--- src/rtl/core/apt_pkg.sv ---
// Package for the altitude PID thrust block: widths, reset values, register
// indexes and the handshake types between the top level and the divider.
// Depends on nothing; every other file of the block but apt_check imports it.
package apt_pkg;

  // Default number of fraction bits of heights, speed, integral and power sum.
  localparam int FRAC_BITS_DEF = 16;

  // Fixed field and register widths.
  localparam int POS_W      = 32;  // heights and speed, signed
  localparam int COS_W      = 15;  // tilt cosine, Q1.14
  localparam int COS_SHIFT  = 14;  // fraction bits of the cosine
  localparam int GAIN_W     = 24;  // Q16.8 gains
  localparam int GAIN_FRAC  = 8;
  localparam int STEP_W     = 16;  // Q0.16 loop period
  localparam int LIM_W      = 26;  // integral clamp
  localparam int PWR_W      = 10;  // power in thousandths
  localparam int ACC_W      = 32;  // kept integral

  // Internal datapath widths.
  localparam int MUL_A_W    = 32;
  localparam int MUL_P_W    = MUL_A_W + GAIN_W;  // 56-bit product
  localparam int TERM_W     = 48;                // proportional and integral increment
  localparam int DAMP_W     = 47;                // damping magnitude
  localparam int INT_W      = 50;                // integral before clamping
  localparam int SUM_W      = 51;                // signed power sum
  localparam int MAG_W      = 49;                // saturated magnitude of the sum
  localparam int DVD_W      = MAG_W + COS_SHIFT; // dividend of the cosine divide

  // Saturation bound of the power sum, 2^48.
  localparam logic [MAG_W-1:0] SUM_SAT = {1'b1, {(MAG_W-1){1'b0}}};

  // Configuration port.
  localparam int CFG_IDX_W  = 3;
  localparam int CFG_DATA_W = 26;

  localparam logic [CFG_IDX_W-1:0] REG_GAIN_PROP   = 3'd0;
  localparam logic [CFG_IDX_W-1:0] REG_GAIN_INTEG  = 3'd1;
  localparam logic [CFG_IDX_W-1:0] REG_GAIN_DAMP   = 3'd2;
  localparam logic [CFG_IDX_W-1:0] REG_STEP_TIME   = 3'd3;
  localparam logic [CFG_IDX_W-1:0] REG_INTEG_LIMIT = 3'd4;
  localparam logic [CFG_IDX_W-1:0] REG_HOVER_POWER = 3'd5;
  localparam logic [CFG_IDX_W-1:0] REG_POWER_MIN   = 3'd6;
  localparam logic [CFG_IDX_W-1:0] REG_POWER_MAX   = 3'd7;

  // Reset values of the configuration registers.
  localparam logic [GAIN_W-1:0] GAIN_PROP_RST   = 24'd138240;
  localparam logic [GAIN_W-1:0] GAIN_INTEG_RST  = 24'd256;
  localparam logic [GAIN_W-1:0] GAIN_DAMP_RST   = 24'd230400;
  localparam logic [STEP_W-1:0] STEP_TIME_RST   = 16'd262;
  localparam logic [LIM_W-1:0]  INTEG_LIMIT_RST = 26'd3276800;
  localparam logic [PWR_W-1:0]  HOVER_POWER_RST = 10'd500;
  localparam logic [PWR_W-1:0]  POWER_MIN_RST   = 10'd300;
  localparam logic [PWR_W-1:0]  POWER_MAX_RST   = 10'd800;

  // Input function codes.
  localparam logic FUNC_UPDATE = 1'b0;
  localparam logic FUNC_CLEAR  = 1'b1;

  // Request to the serial divider.
  typedef struct packed {
    logic             start;
    logic [COS_W-1:0] divisor;
  } div_req_t;

  // Status from the serial divider.
  typedef struct packed {
    logic done;
    logic overflow;
  } div_rsp_t;

endpackage

--- src/rtl/core/apt_if.sv ---
// Valid/ready channel interfaces of the altitude PID thrust block: the
// request channel carries one update or clear item, the response channel one thrust result.
// Depends on apt_pkg for the field widths.
interface apt_in_if import apt_pkg::*; ();
  logic                    valid;
  logic                    ready;
  logic                    func;
  logic signed [POS_W-1:0] target_height;
  logic signed [POS_W-1:0] measured_height;
  logic signed [POS_W-1:0] vertical_speed;
  logic [COS_W-1:0]        tilt_cosine;

  modport source (output valid, func, target_height, measured_height, vertical_speed,
                  tilt_cosine, input ready);
  modport sink   (input valid, func, target_height, measured_height, vertical_speed,
                  tilt_cosine, output ready);
endinterface

interface apt_out_if import apt_pkg::*; ();
  logic             valid;
  logic             ready;
  logic [PWR_W-1:0] power_permille;
  logic             clamped;

  modport source (output valid, power_permille, clamped, input ready);
  modport sink   (input valid, power_permille, clamped, output ready);
endinterface

--- src/rtl/core/apt_div.sv ---
// Serial restoring divider for the tilt compensation: one quotient bit per cycle,
// with an up-front check that flags quotients too large for QUOT_W bits.
// Depends on apt_pkg.
module apt_div import apt_pkg::*; #(
  parameter int QUOT_W = FRAC_BITS_DEF + PWR_W + 1
) (
  input  logic              clk,
  input  logic              rst,
  input  div_req_t          req,
  input  logic [DVD_W-1:0]  dividend,
  output div_rsp_t          rsp,
  output logic [QUOT_W-1:0] quotient
);

  localparam int CNT_W = $clog2(QUOT_W + 1);
  localparam int HI_W  = DVD_W - QUOT_W;

  logic              busy;
  logic              done;
  logic              ovf;
  logic [CNT_W-1:0]  cnt;
  logic [COS_W-1:0]  dvs;
  logic [COS_W-1:0]  rem;
  logic [QUOT_W-1:0] shreg;

  logic [HI_W-1:0]   head;
  logic              head_ovf;
  logic [COS_W:0]    trial;
  logic [COS_W:0]    diff;
  logic              take;

  // Upper dividend bits must stay below the divisor for the quotient to fit.
  assign head     = dividend[DVD_W-1:QUOT_W];
  assign head_ovf = head >= HI_W'(req.divisor);

  // One restoring step: shift in the next dividend bit and try a subtraction.
  assign trial = {rem, shreg[QUOT_W-1]};
  assign diff  = trial - {1'b0, dvs};
  assign take  = trial >= {1'b0, dvs};

  // Control: busy while iterating, done pulses for one cycle.
  always_ff @(posedge clk) begin
    if (rst) begin
      busy <= 1'b0;
      done <= 1'b0;
      ovf  <= 1'b0;
      cnt  <= '0;
    end else begin
      done <= 1'b0;
      if (req.start) begin
        ovf  <= head_ovf;
        busy <= !head_ovf;
        done <= head_ovf;
        cnt  <= CNT_W'(QUOT_W);
      end else if (busy) begin
        cnt <= cnt - 1'b1;
        if (cnt == CNT_W'(1)) begin
          busy <= 1'b0;
          done <= 1'b1;
        end
      end
    end
  end

  // Datapath: the shift register holds the dividend low bits, then the quotient.
  always_ff @(posedge clk) begin
    if (req.start) begin
      dvs   <= req.divisor;
      rem   <= head[COS_W-1:0];
      shreg <= dividend[QUOT_W-1:0];
    end else if (busy) begin
      rem   <= take ? diff[COS_W-1:0] : trial[COS_W-1:0];
      shreg <= {shreg[QUOT_W-2:0], take};
    end
  end

  assign rsp.done     = done;
  assign rsp.overflow = ovf;
  assign quotient     = shreg;

endmodule

--- src/rtl/core/altitude_pid_thrust.sv ---
// Altitude PID thrust controller: a sequencer around one shared 32x24 multiplier
// and a serial divider. Depends on apt_pkg, apt_if and apt_div.
//
// An update transaction runs the absolute values, the multiply and add steps through
// the shared multiplier and the divide by the tilt cosine, which produces one quotient
// bit per cycle over FRAC_BITS + 11 bits. With a zero cosine the divide is skipped.
// The next request is taken only once the result has gone into the output register
// and the block is back in idle. A clear transaction zeroes the integral and gives
// no result. The result sits in an output register, so a new request is taken while
// a finished result still waits.
module altitude_pid_thrust import apt_pkg::*; #(
  parameter int FRAC_BITS = FRAC_BITS_DEF
) (
  input  logic                  clk,
  input  logic                  rst,
  input  logic                  cfg_we,
  input  logic [CFG_IDX_W-1:0]  cfg_index,
  input  logic [CFG_DATA_W-1:0] cfg_data,
  apt_in_if.sink                request,
  apt_out_if.source             response
);

  localparam int QUOT_W = FRAC_BITS + PWR_W + 1;

  typedef enum logic [3:0] {
    S_IDLE, S_ABS, S_MUL_P, S_MUL_I, S_MUL_TL, S_MUL_TH, S_MUL_D,
    S_ADD_I, S_CLAMP_I, S_SUM_B, S_SUM_C, S_SAT, S_DIV, S_WAIT, S_FIN
  } state_t;

  state_t state;

  // Configuration registers.
  logic [GAIN_W-1:0] gain_prop;
  logic [GAIN_W-1:0] gain_integ;
  logic [GAIN_W-1:0] gain_damp;
  logic [STEP_W-1:0] step_time;
  logic [LIM_W-1:0]  integ_limit;
  logic [PWR_W-1:0]  hover_power;
  logic [PWR_W-1:0]  power_min;
  logic [PWR_W-1:0]  power_max;

  // Kept state and output register.
  logic signed [ACC_W-1:0] integ_acc;
  logic                    out_valid;
  logic [PWR_W-1:0]        out_power;
  logic                    out_clamped;

  // Working registers of one update.
  logic signed [POS_W:0]   err;
  logic signed [POS_W-1:0] spd;
  logic [COS_W-1:0]        cosv;
  logic [MUL_A_W-1:0]      err_mag;
  logic                    err_neg;
  logic [MUL_A_W-1:0]      spd_mag;
  logic                    spd_neg;
  logic [MUL_P_W-1:0]      prod;
  logic [TERM_W-1:0]       prop_mag;
  logic [STEP_W-1:0]       m1_hi;
  logic [TERM_W-1:0]       lo_prod;
  logic [TERM_W-1:0]       inc_mag;
  logic [DAMP_W-1:0]       damp_mag;
  logic signed [INT_W-1:0] integ_raw;
  logic signed [SUM_W-1:0] sum;
  logic                    sum_neg;
  logic                    sum_pos;
  logic [MAG_W-1:0]        mag;

  // Combinational helpers.
  logic                    in_acc;
  logic                    out_free;
  logic [MUL_A_W-1:0]      mul_a;
  logic [GAIN_W-1:0]       mul_b;
  logic [MUL_P_W-1:0]      mul_p;
  logic signed [INT_W-1:0] acc_ext;
  logic signed [INT_W-1:0] inc_s;
  logic signed [INT_W-1:0] lim_s;
  logic signed [ACC_W-1:0] integ_clamp;
  logic signed [SUM_W-1:0] prop_s;
  logic signed [SUM_W-1:0] damp_s;
  logic signed [SUM_W-1:0] hov_s;
  logic signed [SUM_W-1:0] acc_s;
  logic [SUM_W-1:0]        abs_sum;
  logic [QUOT_W-1:0]       lo_q;
  logic [QUOT_W-1:0]       hi_q;
  logic [PWR_W-1:0]        res_power;
  logic                    res_clamped;

  // Divider connection.
  div_req_t          div_req;
  div_rsp_t          div_rsp;
  logic [QUOT_W-1:0] quot;

  assign in_acc   = request.valid && request.ready;
  assign out_free = !out_valid || response.ready;

  // Configuration writes.
  always_ff @(posedge clk) begin
    if (rst) begin
      gain_prop   <= GAIN_PROP_RST;
      gain_integ  <= GAIN_INTEG_RST;
      gain_damp   <= GAIN_DAMP_RST;
      step_time   <= STEP_TIME_RST;
      integ_limit <= INTEG_LIMIT_RST;
      hover_power <= HOVER_POWER_RST;
      power_min   <= POWER_MIN_RST;
      power_max   <= POWER_MAX_RST;
    end else if (cfg_we) begin
      case (cfg_index)
        REG_GAIN_PROP:   gain_prop   <= cfg_data[GAIN_W-1:0];
        REG_GAIN_INTEG:  gain_integ  <= cfg_data[GAIN_W-1:0];
        REG_GAIN_DAMP:   gain_damp   <= cfg_data[GAIN_W-1:0];
        REG_STEP_TIME:   step_time   <= cfg_data[STEP_W-1:0];
        REG_INTEG_LIMIT: integ_limit <= cfg_data[LIM_W-1:0];
        REG_HOVER_POWER: hover_power <= cfg_data[PWR_W-1:0];
        REG_POWER_MIN:   power_min   <= cfg_data[PWR_W-1:0];
        REG_POWER_MAX:   power_max   <= cfg_data[PWR_W-1:0];
        default: ;
      endcase
    end
  end

  // Shared multiplier operand selection.
  always_comb begin
    case (state)
      S_MUL_P: begin
        mul_a = err_mag;
        mul_b = gain_prop;
      end
      S_MUL_I: begin
        mul_a = err_mag;
        mul_b = gain_integ;
      end
      S_MUL_TL: begin
        mul_a = prod[GAIN_FRAC +: MUL_A_W];
        mul_b = GAIN_W'(step_time);
      end
      S_MUL_TH: begin
        mul_a = MUL_A_W'(m1_hi);
        mul_b = GAIN_W'(step_time);
      end
      S_MUL_D: begin
        mul_a = spd_mag;
        mul_b = gain_damp;
      end
      default: begin
        mul_a = '0;
        mul_b = '0;
      end
    endcase
  end

  assign mul_p = MUL_P_W'(mul_a) * MUL_P_W'(mul_b);

  // Integral update and clamp to the symmetric limit.
  assign acc_ext = INT_W'(integ_acc);
  assign inc_s   = $signed({2'b00, inc_mag});
  assign lim_s   = $signed(INT_W'(integ_limit));

  always_comb begin
    if (integ_raw > lim_s) begin
      integ_clamp = ACC_W'(lim_s);
    end else if (integ_raw < -lim_s) begin
      integ_clamp = ACC_W'(-lim_s);
    end else begin
      integ_clamp = ACC_W'(integ_raw);
    end
  end

  // Terms of the power sum.
  assign prop_s  = $signed(SUM_W'(prop_mag));
  assign damp_s  = $signed(SUM_W'(damp_mag));
  assign hov_s   = $signed(SUM_W'({hover_power, {FRAC_BITS{1'b0}}}));
  assign acc_s   = SUM_W'(integ_acc);
  assign abs_sum = sum[SUM_W-1] ? SUM_W'(-sum) : SUM_W'(sum);

  // Datapath registers, loaded step by step under the sequencer.
  always_ff @(posedge clk) begin
    prod <= mul_p;
    case (state)
      S_IDLE: begin
        if (in_acc) begin
          err  <= (POS_W+1)'(request.target_height) - (POS_W+1)'(request.measured_height);
          spd  <= request.vertical_speed;
          cosv <= request.tilt_cosine;
        end
      end
      S_ABS: begin
        err_neg <= err[POS_W];
        err_mag <= err[POS_W] ? MUL_A_W'(-err) : MUL_A_W'(err);
        spd_neg <= spd[POS_W-1];
        spd_mag <= spd[POS_W-1] ? MUL_A_W'(-spd) : MUL_A_W'(spd);
      end
      S_MUL_I: prop_mag <= prod[GAIN_FRAC +: TERM_W];
      S_MUL_TL: m1_hi <= prod[GAIN_FRAC+MUL_A_W +: STEP_W];
      S_MUL_TH: lo_prod <= prod[TERM_W-1:0];
      S_MUL_D: begin
        // High partial product lines up 16 bits above the dropped fraction.
        inc_mag <= {prod[MUL_A_W-1:0], {STEP_W{1'b0}}}
                 + TERM_W'(lo_prod[TERM_W-1:STEP_W]);
      end
      S_ADD_I: begin
        integ_raw <= err_neg ? acc_ext - inc_s : acc_ext + inc_s;
        sum       <= (err_neg ? -prop_s : prop_s) + hov_s;
        damp_mag  <= prod[GAIN_FRAC +: DAMP_W];
      end
      S_SUM_B: sum <= sum + acc_s;
      S_SUM_C: sum <= spd_neg ? sum + damp_s : sum - damp_s;
      S_SAT: begin
        sum_neg <= sum[SUM_W-1];
        sum_pos <= !sum[SUM_W-1] && (sum != '0);
        mag     <= (abs_sum > SUM_W'(SUM_SAT)) ? SUM_SAT : abs_sum[MAG_W-1:0];
      end
      default: ;
    endcase
  end

  // Divide the sum magnitude, scaled by 2^14, by the cosine.
  assign div_req.start   = (state == S_DIV) && (cosv != '0);
  assign div_req.divisor = cosv;

  apt_div #(
    .QUOT_W (QUOT_W)
  ) u_div (
    .clk      (clk),
    .rst      (rst),
    .req      (div_req),
    .dividend ({mag, {COS_SHIFT{1'b0}}}),
    .rsp      (div_rsp),
    .quotient (quot)
  );

  // Window clamp of the compensated power; the lower bound is checked first.
  assign lo_q = QUOT_W'({power_min, {FRAC_BITS{1'b0}}});
  assign hi_q = QUOT_W'({power_max, {FRAC_BITS{1'b0}}});

  always_comb begin
    if (cosv == '0) begin
      res_power   = sum_pos ? power_max : power_min;
      res_clamped = 1'b1;
    end else if (sum_neg && (div_rsp.overflow || quot != '0)) begin
      res_power   = power_min;
      res_clamped = 1'b1;
    end else if (div_rsp.overflow) begin
      res_power   = power_max;
      res_clamped = 1'b1;
    end else if (quot < lo_q) begin
      res_power   = power_min;
      res_clamped = 1'b1;
    end else if (quot > hi_q) begin
      res_power   = power_max;
      res_clamped = 1'b1;
    end else begin
      res_power   = quot[FRAC_BITS +: PWR_W];
      res_clamped = 1'b0;
    end
  end

  // Sequencer, kept integral and output register.
  always_ff @(posedge clk) begin
    if (rst) begin
      state     <= S_IDLE;
      integ_acc <= '0;
      out_valid <= 1'b0;
    end else begin
      if (response.valid && response.ready) begin
        out_valid <= 1'b0;
      end
      case (state)
        S_IDLE: begin
          if (in_acc) begin
            if (request.func == FUNC_CLEAR) begin
              integ_acc <= '0;
            end else begin
              state <= S_ABS;
            end
          end
        end
        S_ABS:     state <= S_MUL_P;
        S_MUL_P:   state <= S_MUL_I;
        S_MUL_I:   state <= S_MUL_TL;
        S_MUL_TL:  state <= S_MUL_TH;
        S_MUL_TH:  state <= S_MUL_D;
        S_MUL_D:   state <= S_ADD_I;
        S_ADD_I:   state <= S_CLAMP_I;
        S_CLAMP_I: begin
          integ_acc <= integ_clamp;
          state     <= S_SUM_B;
        end
        S_SUM_B:   state <= S_SUM_C;
        S_SUM_C:   state <= S_SAT;
        S_SAT:     state <= S_DIV;
        S_DIV:     state <= (cosv == '0) ? S_FIN : S_WAIT;
        S_WAIT: begin
          if (div_rsp.done) begin
            state <= S_FIN;
          end
        end
        S_FIN: begin
          if (out_free) begin
            out_valid   <= 1'b1;
            out_power   <= res_power;
            out_clamped <= res_clamped;
            state       <= S_IDLE;
          end
        end
        default: state <= S_IDLE;
      endcase
    end
  end

  assign request.ready           = (state == S_IDLE);
  assign response.valid          = out_valid;
  assign response.power_permille = out_power;
  assign response.clamped        = out_clamped;

endmodule

--- src/flat_wrapper.sv ---
// flat-port wrapper written by rule: the top's interface ports become plain ports
module altitude_pid_thrust_flat import apt_pkg::*;
#(
  parameter int FRAC_BITS = FRAC_BITS_DEF
)
  (clk, rst, cfg_we, cfg_index, cfg_data, request_valid, request_func, request_target_height, request_measured_height, request_vertical_speed, request_tilt_cosine, request_ready, response_valid, response_power_permille, response_clamped, response_ready);
  apt_in_if request_i ();
  apt_out_if response_i ();
  input  logic clk;
  input  logic rst;
  input  logic cfg_we;
  input  logic [CFG_IDX_W-1:0] cfg_index;
  input  logic [CFG_DATA_W-1:0] cfg_data;
  input wire logic [$bits(request_i.valid)-1:0] request_valid;
  input wire logic [$bits(request_i.func)-1:0] request_func;
  input wire logic [$bits(request_i.target_height)-1:0] request_target_height;
  input wire logic [$bits(request_i.measured_height)-1:0] request_measured_height;
  input wire logic [$bits(request_i.vertical_speed)-1:0] request_vertical_speed;
  input wire logic [$bits(request_i.tilt_cosine)-1:0] request_tilt_cosine;
  output wire logic [$bits(request_i.ready)-1:0] request_ready;
  output wire logic [$bits(response_i.valid)-1:0] response_valid;
  output wire logic [$bits(response_i.power_permille)-1:0] response_power_permille;
  output wire logic [$bits(response_i.clamped)-1:0] response_clamped;
  input wire logic [$bits(response_i.ready)-1:0] response_ready;
  assign request_i.valid = request_valid;
  assign request_i.func = request_func;
  assign request_i.target_height = request_target_height;
  assign request_i.measured_height = request_measured_height;
  assign request_i.vertical_speed = request_vertical_speed;
  assign request_i.tilt_cosine = request_tilt_cosine;
  assign request_ready = request_i.ready;
  assign response_valid = response_i.valid;
  assign response_power_permille = response_i.power_permille;
  assign response_clamped = response_i.clamped;
  assign response_i.ready = response_ready;
  altitude_pid_thrust #(.FRAC_BITS(FRAC_BITS)) u_core (.clk(clk), .rst(rst), .cfg_we(cfg_we), .cfg_index(cfg_index), .cfg_data(cfg_data), .request(request_i), .response(response_i));
endmodule
--- config.mk ---
export PLATFORM = sky130hd
export DESIGN_NAME = altitude_pid_thrust_flat
export DESIGN_NICKNAME = d
export VERILOG_FILES = /design/src/rtl/core/apt_pkg.sv /design/src/rtl/core/apt_if.sv /design/src/rtl/core/apt_div.sv /design/src/rtl/core/altitude_pid_thrust.sv /design/src/flat_wrapper.sv
export SDC_FILE = /design/constraint.sdc
export NUM_CORES = 2
export LEC_CHECK = 0
export BUFFER_PORTS_ARGS = -buffer_cell sky130_fd_sc_hd__buf_2
export CORE_MARGIN = 1.5
export CORE_UTILIZATION = 51
export DETAILED_ROUTE_END_ITERATION = 10
export PLACE_DENSITY_LB_ADDON = 0.2
export SYNTH_ARGS = -nofsm -noshare
export SYNTH_HDL_FRONTEND = slang
export SYNTH_HIERARCHICAL = 1
export SYNTH_SLANG_ARGS = --single-unit
--- constraint.sdc ---
create_clock -name clk -period 24.4 [get_ports clk]
set_input_delay 1.22 -clock clk [delete_from_list [all_inputs] [get_ports clk]]
set_output_delay 1.22 -clock clk [all_outputs]
set_load 0.01 [all_outputs]
==> results by group <==
Status
  • Status: complete, no violations

Placed design
  • Cell area after placement: 73800 sq um
  • RD Place Congestion: around 0.98
  • # port buffers: 158
  • DP Cell Count: 9540
  • HPWL after DPL: about 180000 um

Clock tree
  • Clk_lat worst skew: 730 ps
  • Setup bufs post-CTS: 0
  • CTS Root Cell: clkbuf_16
  • Clk sinks: between 800 and 900
  • H-tree Lvls: 3
  • Buffer depth of the longest clock path: 3
  • CTS buffer count: 92
  • CTS clk-pin slew, worst paths: 60 ps
  • Post_cts resized: 0
  • CTS tree: built
  • Number of hold buffers added after cts: 0

Critical path
  • Peak per-stage delay on the critical path: 960 ps
  • Most frequent cell on the critical path: fa_1
  • WS Path Type: reg2reg
  • Reg2reg path depth: 29
  • CP max stage cell: nor2_4
  • Crit-path max FO: 52
  • Worst EP required: approximately 25000 ps
  • Setup crit start kind: flop
  • Crit end category: flop
  • Crit path DAT: 11620 ps

Worst hold path
  • Hold Path Depth: 0
  • Worst hold path type: reg2reg

Synth
  • Post-synthesis instance area: a little over 70000 sq um
  • Yosys warns: 6
  • Mapped Avg Cell Area: 9.17 sq um
  • Asr flop ratio synth: 0
  • Yosys top cell area share: 0.235
  • Dominant synthesized flop cell: edfxtp_1
  • Most frequent cell after synthesis: nand2_1
  • Synth unique cells: 96
  • #FFs+latches synth: approximately 800
  • Area leader, netlist: edfxtp_1
  • Number of enable flip-flop cells after synthesis: 557
  • Gate Count Post-Synth: 7761
  • Top cells by count, synth: nand2_1, inv_1, nor2_1
  • Top cells by area, synth: edfxtp_1, fa_1, ha_1, dfxtp_1, nand2_1
  • Seq/Total Area, Yosys: 0.304

Die
  • Initial Util: 0.516
  • Site row count: between 100 and 150
  • DIE WIDTH: 377 um
  • Die ar.: 142000 sq um
  • Top Ports: ~160
  • Core area: 138000 sq um
  • Die Height: about 380 um

Pwr
  • Leak: 33.2 nW
  • Final Power: 3.41 mW
  • Max IR drop VDD: 0.0528 mV
  • Cell Pwr Density: 44.2 nW/um^2

Routing
  • First drt pass iteration count: 6
  • DR vias/cell: roughly 5.9
  • Initial DRC Count: 5730
  • Via count: between 50000 and 60000
  • Routed len/inst: ~24 um
  • Drt total wl: 231000 um
  • Detail Route Antenna Nets: 0
  • Number of remaining DRC errors: 0

Layout
  • Cell Count, Final, Fillers Out: about 9700
  • Fill count: 12400
  • Nets: roughly 9100
  • Syn-to-layout area delta: 8.18%
  • Finished Cell Area: 77000 sq um
  • Final core utilization: 0.558
  • Share of cells above drive strength 1: 0.0661

STA
  • Fin. Hold Viols: 0
  • Fmax: 90.6 MHz
  • RSZ-0062 raised after global routing: false
  • Final Setup Violations: 0
  • Setup_tns: 0 ps
  • Slew margin rel.: 0.0658
  • Final period utilization: 0.452
  • Final Max Slew Viols: 0
  • Max Clock Skew: 47.0 ps
  • Tmin final: 11040 ps
  • Tightest Pin Transition: 1400 ps

GRT
  • Vias in the first global route: 56500
  • Initial antenna violation count: 11
  • GR Overflow Total: 0
  • Largest net degree at the start of global routing: 93
  • Gr usage total: 0.326
  • First-pass GRT wire length: 348000 um

Run
  • Max-cap violation count: 0
-- metrics by stage --
step | hold WS, ps | setup slack (ps)
6_report | 418 | 13360
5_1_grt | 423 | 12870
4_1_cts | 418 | 13560
3_5_place_dp | 405 | 13600
3_3_place_gp | 403 | 13710
2_1_floorplan | 400 | 14450
-- power breakdown --
group          switching, mW  internal (mW)
Combinational          0.269          0.134
Sequential            0.0411           1.51
Clock                  0.620          0.833
-- state kept, by name, indices dropped and copies added, names as in the netlist, 16 cells and up --
| signal | count |
|---|---|
| u_core/gain_damp | 24 |
| u_core/m1_hi | 16 |
| u_core/err | 33 |
| u_core/spd | 32 |
| u_core/integ_acc | 32 |
| u_core/gain_prop | 24 |
| u_core/mag | 49 |
| u_core/err_mag | 32 |
| u_core/integ_raw | 50 |
| u_core/u_div/quotient | 27 |
| u_core/lo_prod | 32 |
| u_core/spd_mag | 32 |
| u_core/gain_integ | 24 |
| u_core/integ_limit | 26 |
| u_core/prop_mag | 48 |
| u_core/sum | 51 |
| u_core/step_time | 16 |
| u_core/damp_mag | 47 |
| u_core/inc_mag | 48 |
| u_core/prod | 56 |
-- metal layers --
| metal | share of wire | vias to the layer above | global-route usage |
|---|---|---|---|
| met4 | 0.063 | 6 | 0.174 |
| li1 | - | 26000 | - |
| met1 | 0.39 | 27900 | 0.416 |
| met5 | 0.00016 | - | 0 |
| met3 | 0.088 | 575 | 0.0631 |
| met2 | 0.46 | 2595 | 0.525 |
-- area by class of cell --
type	instances	area (sq um)	share of cell area
clock buffers	118	2500	0.0324
multi-input cells	5646	44700	0.580
repair buffers	251	1490	0.0194
clock inverters	56	681	0.00884
diodes	8	20.0	0.000260
well taps	1863	2330	0.0303
flip-flops and latches	802	21600	0.281
inverters	978	3670	0.0477
-- cell families (layout without fill, tap and decap cells) --
group                    after synthesis  after routing  share of synthesized area
other                                  1             22                  0.0000527
AND/OR/NAND/NOR                     2544           2544                      0.160
multiplexers                          82             82                     0.0121
adder cells (fa/ha/maj)             1136           1136                      0.270
AO/OA/AOI/OAI                       1372           1372                      0.122
buffers and inverters               1326           1403                     0.0710
XOR/XNOR                             498            498                     0.0613
flip-flops                           802            802                      0.304
-- cells in the final DEF (no fill, tap or decap), types with 80 or more instances in the layout --
cell	n
fa_1	664
nor2_1	714
xnor2_1	353
o21ai_0	223
nand2b_1	80
ha_1	472
dfxtp_1	245
nor3_1	115
buf_2	157
a21oi_1	490
edfxtp_1	557
nand2_1	1073
a21o_1	141
inv_1	977
clkbuf_16	94
buf_4	94
xor2_1	145
a22oi_1	101
nand3_1	86
-- worst paths after layout --
kind                                         start                end  slack, ps
worst max-delay path               u_core/state[2]    u_core/prod[53]      13360
worst min-delay path            u_core/lo_prod[17]  u_core/inc_mag[1]        420
worst max register to register     u_core/state[2]    u_core/prod[53]      13360
worst min register to register  u_core/lo_prod[17]  u_core/inc_mag[1]        420
-- critical path: cells and delay by family (launching register included) --
| family | cells | cell delay, ps |
|---|---|---|
| adder cells (fa/ha/maj) | 8 | 4090 |
| XOR/XNOR | 1 | 120 |
| AND/OR/NAND/NOR | 9 | 3060 |
| AO/OA/AOI/OAI | 5 | 1260 |
| flip-flops | 1 | 600 |
| buffers and inverters | 6 | 1660 |
Power figures use the tool's default switching activity.
